`src/sv/dctd_pkg.sv`:
```
// Shared constants, command and status types, and count arithmetic for the divisor counter.
package dctd_pkg;

  localparam int SIEVE_LIMIT = 32768;
  localparam int PRIME_COUNT = 3512;
  localparam int SIEVE_ROOT  = 181;

  localparam int VALW = 30;
  localparam int CNTW = 11;
  localparam int EW   = 5;

  localparam int IN_TW  = ((VALW + 7) / 8) * 8;
  localparam int OUT_TW = ((CNTW + 7) / 8) * 8;

  localparam int VW         = $clog2(SIEVE_LIMIT);
  localparam int MARK_DEPTH = SIEVE_LIMIT / 2;
  localparam int MW         = $clog2(MARK_DEPTH);
  localparam int OW         = $clog2(SIEVE_ROOT + 3);
  localparam int CW         = $clog2(SIEVE_LIMIT + 2);
  localparam int JSPAN      = (SIEVE_LIMIT + 2 * SIEVE_ROOT > SIEVE_ROOT * SIEVE_ROOT + 1) ?
                              SIEVE_LIMIT + 2 * SIEVE_ROOT : SIEVE_ROOT * SIEVE_ROOT + 1;
  localparam int JW         = $clog2(JSPAN + 1);
  localparam int PW         = $clog2(PRIME_COUNT + 1);
  localparam int TAW        = $clog2(PRIME_COUNT);
  localparam int DCW        = $clog2(VALW);
  localparam int CMPW       = (2 * VW > VALW) ? 2 * VW : VALW;

  localparam logic [CNTW-1:0] COUNT_MAX = '1;

  typedef struct packed {
    logic clr_step;
    logic outer_init;
    logic rd_coll;
    logic outer_step;
    logic strike_init;
    logic strike_step;
    logic coll_init;
    logic coll_step;
    logic item_load;
    logic div_start;
    logic div_take;
    logic prime_next;
    logic finish;
  } cmd_t;

  typedef struct packed {
    logic clr_last;
    logic mark;
    logic oi_last;
    logic strike_end;
    logic coll_last;
    logic coll_full;
    logic prime_stop;
    logic div_done;
    logic div_zero;
    logic out_free;
  } sts_t;

  function automatic logic [CNTW-1:0] sat_mul(input logic [CNTW-1:0] a,
                                              input logic [EW-1:0] b);
    logic [CNTW+EW-1:0] p;
    p = (CNTW + EW)'(a) * (CNTW + EW)'(b);
    return (p > (CNTW + EW)'(COUNT_MAX)) ? COUNT_MAX : p[CNTW-1:0];
  endfunction

endpackage

```
`src/sv/dctd_ctrl.sv`:
```
// Controller: sieve sequencing after reset and trial division per request.
module dctd_ctrl (
  input  logic              clk,
  input  logic              rst,
  input  logic              in_valid,
  output logic              in_ready,
  input  dctd_pkg::sts_t    sts,
  output dctd_pkg::cmd_t    cmd
);

  localparam logic [3:0] S_CLR    = 4'd0;
  localparam logic [3:0] S_O_RD   = 4'd1;
  localparam logic [3:0] S_O_CHK  = 4'd2;
  localparam logic [3:0] S_STRIKE = 4'd3;
  localparam logic [3:0] S_C_RD   = 4'd4;
  localparam logic [3:0] S_C_CHK  = 4'd5;
  localparam logic [3:0] S_IDLE   = 4'd6;
  localparam logic [3:0] S_P_RD   = 4'd7;
  localparam logic [3:0] S_P_CHK  = 4'd8;
  localparam logic [3:0] S_DIV    = 4'd9;
  localparam logic [3:0] S_DIV_GO = 4'd10;
  localparam logic [3:0] S_FIN    = 4'd11;

  logic [3:0] state;
  logic [3:0] state_next;

  always_ff @(posedge clk) begin
    if (rst) begin
      state <= S_CLR;
    end else begin
      state <= state_next;
    end
  end

  assign in_ready = (state == S_IDLE);

  always_comb begin
    state_next = state;
    cmd        = '0;
    case (state)
      S_CLR: begin
        cmd.clr_step = 1'b1;
        if (sts.clr_last) begin
          cmd.outer_init = 1'b1;
          state_next     = S_O_RD;
        end
      end
      S_O_RD: begin
        state_next = S_O_CHK;
      end
      S_O_CHK: begin
        if (sts.mark) begin
          cmd.outer_step = 1'b1;
          if (sts.oi_last) begin
            cmd.coll_init = 1'b1;
            state_next    = S_C_RD;
          end else begin
            state_next = S_O_RD;
          end
        end else begin
          cmd.strike_init = 1'b1;
          state_next      = S_STRIKE;
        end
      end
      S_STRIKE: begin
        if (!sts.strike_end) begin
          cmd.strike_step = 1'b1;
        end else begin
          cmd.outer_step = 1'b1;
          if (sts.oi_last) begin
            cmd.coll_init = 1'b1;
            state_next    = S_C_RD;
          end else begin
            state_next = S_O_RD;
          end
        end
      end
      S_C_RD: begin
        cmd.rd_coll = 1'b1;
        state_next  = S_C_CHK;
      end
      S_C_CHK: begin
        if (!sts.mark && sts.coll_full) begin
          state_next = S_IDLE;
        end else begin
          cmd.coll_step = 1'b1;
          state_next    = sts.coll_last ? S_IDLE : S_C_RD;
        end
      end
      S_IDLE: begin
        if (in_valid) begin
          cmd.item_load = 1'b1;
          state_next    = S_P_RD;
        end
      end
      S_P_RD: begin
        state_next = S_P_CHK;
      end
      S_P_CHK: begin
        if (sts.prime_stop) begin
          state_next = S_FIN;
        end else begin
          cmd.div_start = 1'b1;
          state_next    = S_DIV;
        end
      end
      S_DIV: begin
        if (sts.div_done) begin
          if (sts.div_zero) begin
            cmd.div_take = 1'b1;
            state_next   = S_DIV_GO;
          end else begin
            cmd.prime_next = 1'b1;
            state_next     = S_P_RD;
          end
        end
      end
      S_DIV_GO: begin
        cmd.div_start = 1'b1;
        state_next    = S_DIV;
      end
      S_FIN: begin
        if (sts.out_free) begin
          cmd.finish = 1'b1;
          state_next = S_IDLE;
        end
      end
      default: begin
        state_next = S_CLR;
      end
    endcase
  end

endmodule

```
`config.mk`:
```
export PLATFORM = sky130hd
export DESIGN_NAME = dctd_ctrl
export DESIGN_NICKNAME = d
export VERILOG_FILES = /design/src/sv/dctd_pkg.sv /design/src/sv/dctd_ctrl.sv
export SDC_FILE = /design/constraint.sdc
export NUM_CORES = 1
export LEC_CHECK = 0
export ABC_CLOCK_PERIOD_IN_PS = 3800
export BUFFER_PORTS_ARGS = -buffer_cell sky130_fd_sc_hd__buf_4
export CELL_PAD_IN_SITES_DETAIL_PLACEMENT = 2
export CELL_PAD_IN_SITES_GLOBAL_PLACEMENT = 2
export CORE_UTILIZATION = 24
export DETAILED_ROUTE_END_ITERATION = 12
export PLACE_DENSITY = 0.78
export SETUP_SLACK_MARGIN = 0.2
export SYNTH_ARGS = -nofsm -noshare
export SYNTH_HDL_FRONTEND = slang
export SYNTH_SLANG_ARGS = --single-unit
```
`constraint.sdc`:
```
create_clock -name clk -period 3.8 [get_ports clk]
set_input_delay 0.76 -clock clk [delete_from_list [all_inputs] [get_ports clk]]
set_output_delay 0.76 -clock clk [all_outputs]
set_load 0.02 [all_outputs]
```
==> implementation parameters <==
Parameter                              Value

Setup path
  Family with the most delay on the worst path    simple AND/OR/NAND/NOR gates
  Largest stage delay on the critical path    0.60 ns
  Setup crit end kind    output pin
  Startpoint class of the critical path    flop
  Top fanout value on the critical path    16
  Category of the most critical setup path    flop to output pin
  Number of buffers and inverters on the critical path    1
  Critical-path top delay cell    sky130_fd_sc_hd__dfxtp_1
  CP arrival    1.73 ns
  Cells traversed along the worst timing path    or3b_4 > nor2_1 > and2_1 > buf_4
  Required time reported for the critical path endpoint    3.04 ns

Global routing
  Via count of the first global-routing pass    617
  Final global-route overflow total    0
  First-pass GRT wire length    3.04 mm
  All-Layer GR Usage    16.1%
  Pin count of the biggest net entering global routing    19
  Initial antenna violation count    0

STA
  Slew Viols, Final    0
  Clock skew    0.00488 ns
  Worst slew slack as a fraction of its limit    56.8%
  Final Cycle Share    65.6%
  Minimum setup slack in the final design    1.31 ns
  Transition at the pin with the smallest max-transition slack    0.648 ns
  Final count of hold timing violations    0
  Time the worst path needs with I/O delays and setup    2.49 ns
  Setup-violating endpoint count in the final report    0
  Achievable Freq    401 MHz
  RSZ-0062 raised after global routing    no
  Post-route setup TNS    0 ns

Clock tree
  Worst-case clock buffer depth    2
  Root cell of the clock tree    sky130_fd_sc_hd__clkbuf_4
  Cts repair resizes    0
  Number of clock sinks    4
  Post-CTS setup buffers    0
  CTS tree    done
  TritonCTS Buffers    3
  Clock slew at reported path FFs    0.04 ns
  Hold-fix buffers at CTS    0
  Maximum level of the CTS H-tree    1
  Worst skew pair latency    0.24 ns

Place
  Port Buffers    26
  GP Congestion    0.753
  Worst slack after detailed placement    1.53 ns
  Number of placed instances, taps included    119
  Total half-perimeter wirelength after legalization and detailed placement    1.43 mm

Die
  Standard-cell row count    16
  Die area    2380 um^2
  Area of the core    2000 um^2
  Initial core utilization    26.2%
  Top-level I/O count    27
  Overall die height    48.7 um
  Die Span X    48.7 um

Final layout
  Ratio of cells with drive above 1 in the final layout    40.0%
  Relative area change from synthesis to final layout    39.4%
  Commonest non-fill, non-tap cell in the layout    sky130_fd_sc_hd__buf_4
  FF/Latch Area    80.1 um^2
  Post-route non-filler standard cell count    122
  Count of nets after finishing    110
  Number of diodes added for antenna fixing    0
  Largest registers ranked by flip-flop count    state x4
  Most flops, register    state
  Number of fillers in the final layout    258
  Number of flip-flops under the largest register name    4
  Leading cell types in the layout, fill and taps excluded    sky130_fd_sc_hd__buf_4 (26), sky130_fd_sc_hd__nor3_1 (6), sky130_fd_sc_hd__a21oi_1 (6), sky130_fd_sc_hd__nor2_1 (5)
  Area of combinational cells with multiple inputs    384 um^2

Drt
  First-pass iteration count of the detailed router    4
  Post-DRT Antenna Nets    0
  Avg WL per Cell    15.3 um
  Vias after detailed routing    642
  Iter 0 DRT Violations    2
  DRC violation count after routing    0
  Routed via count divided by cell count    5.26
  Wire length after detailed routing    1.86 mm

Status
  Run status    completed

Logic synthesis
  Post-synthesis async set-or-reset flop share    0%
  Mean post-synth cell area    7.38 um^2
  Fraction of synthesized cell area taken by the top area cell type    15.3%
  Post-synth top flop    sky130_fd_sc_hd__dfxtp_1
  Post-Synthesis Cells    71
  EDFF count, synth    0
  Nets in the synthesized netlist    84
  Post-synth design cell area    524 um^2
  Fraction of the yosys area taken by sequential cells    15.3%
  Post-synthesis cell type with the largest combined area    sky130_fd_sc_hd__dfxtp_1
  Biggest area contributors in the synthesized netlist    sky130_fd_sc_hd__dfxtp_1 (15%), sky130_fd_sc_hd__a21oi_1 (5.7%), sky130_fd_sc_hd__nor3_1 (5.7%)
  Number of warnings printed during yosys synthesis    0
  Flip-flop and latch count after synthesis    4
  Unique cell type count in the Yosys netlist    35

Power and ir drop
  Leakage power    0.000303 uW
  Cell Pwr Density    546 nW/um^2
  Peak supply drop    0.161 mV

Hold path
  Min-delay worst type    primary input to flop

Run
  Max-cap violations    0
-- kinds of logic after synthesis --
kind of cell	synth area share, %
buffers and inverters	11.5
multiplexers	1.91
flip-flops	15.3
AO/OA/AOI/OAI	30.6
AND/OR/NAND/NOR	40.8
-- synthesized netlist by cell type (2+ instances only) --
library cell	instances
sky130_fd_sc_hd__nor3_1	6
sky130_fd_sc_hd__nor4_1	2
sky130_fd_sc_hd__buf_6	2
sky130_fd_sc_hd__o21ai_0	4
sky130_fd_sc_hd__dfxtp_1	4
sky130_fd_sc_hd__a21oi_1	6
sky130_fd_sc_hd__buf_4	3
sky130_fd_sc_hd__inv_1	4
sky130_fd_sc_hd__nand2_1	4
sky130_fd_sc_hd__nor2b_1	3
sky130_fd_sc_hd__nand2b_1	3
sky130_fd_sc_hd__and2_1	3
sky130_fd_sc_hd__nor2_1	5
-- layout make-up --
| cell class | instances | share of cell area (%) |
|---|---|---|
| clock buffer | 3 | 3.08 |
| multi-input combinational | 58 | 52.6 |
| timing repair buffer | 26 | 26.7 |
| inverter | 4 | 2.05 |
| sequential | 4 | 11.0 |
| tap | 27 | 4.62 |
-- worst paths after layout --
check	cells after the start	slack (ns)	endpoint	startpoint
setup / recovery	4	1.31	cmd[6]	state[1]
hold / removal	2	0.73	state[0]	rst
setup reg to reg	4	2.05	state[1]	state[0]
hold reg to reg	2	0.75	state[2]	state[2]
-- per-stage QoR --
step           cell area [um^2]  util (%)  total power, uW  hold slack [ns]
5_1_grt                     731      36.5              432            0.727
4_1_cts                     731      36.5              405            0.719
2_1_floorplan               524         -              280            0.657
6_report                    731      36.5              399            0.731
3_3_place_gp                708      35.4              336            0.731
3_5_place_dp                708      35.4              348            0.738
-- power by group --
| part | internal, uW | switching (uW) | leakage [uW] |
|---|---|---|---|
| registers | 54.7 | 53.0 | 0.0000328 |
| logic | 113 | 124 | 0.000256 |
| clock network | 35.5 | 19.5 | 0.0000138 |
-- layer usage --
metal	part of all wire (%)	up-vias	routed length, um	global-route usage, %
met3	4.2	0	79	2.52
met5	0	-	0	0
met1	45	315	841	21.2
li1	-	310	-	-
met2	51	17	944	27.8
met4	0	0	0	2.94
No activity file was read; power rests on OpenSTA's default activity.
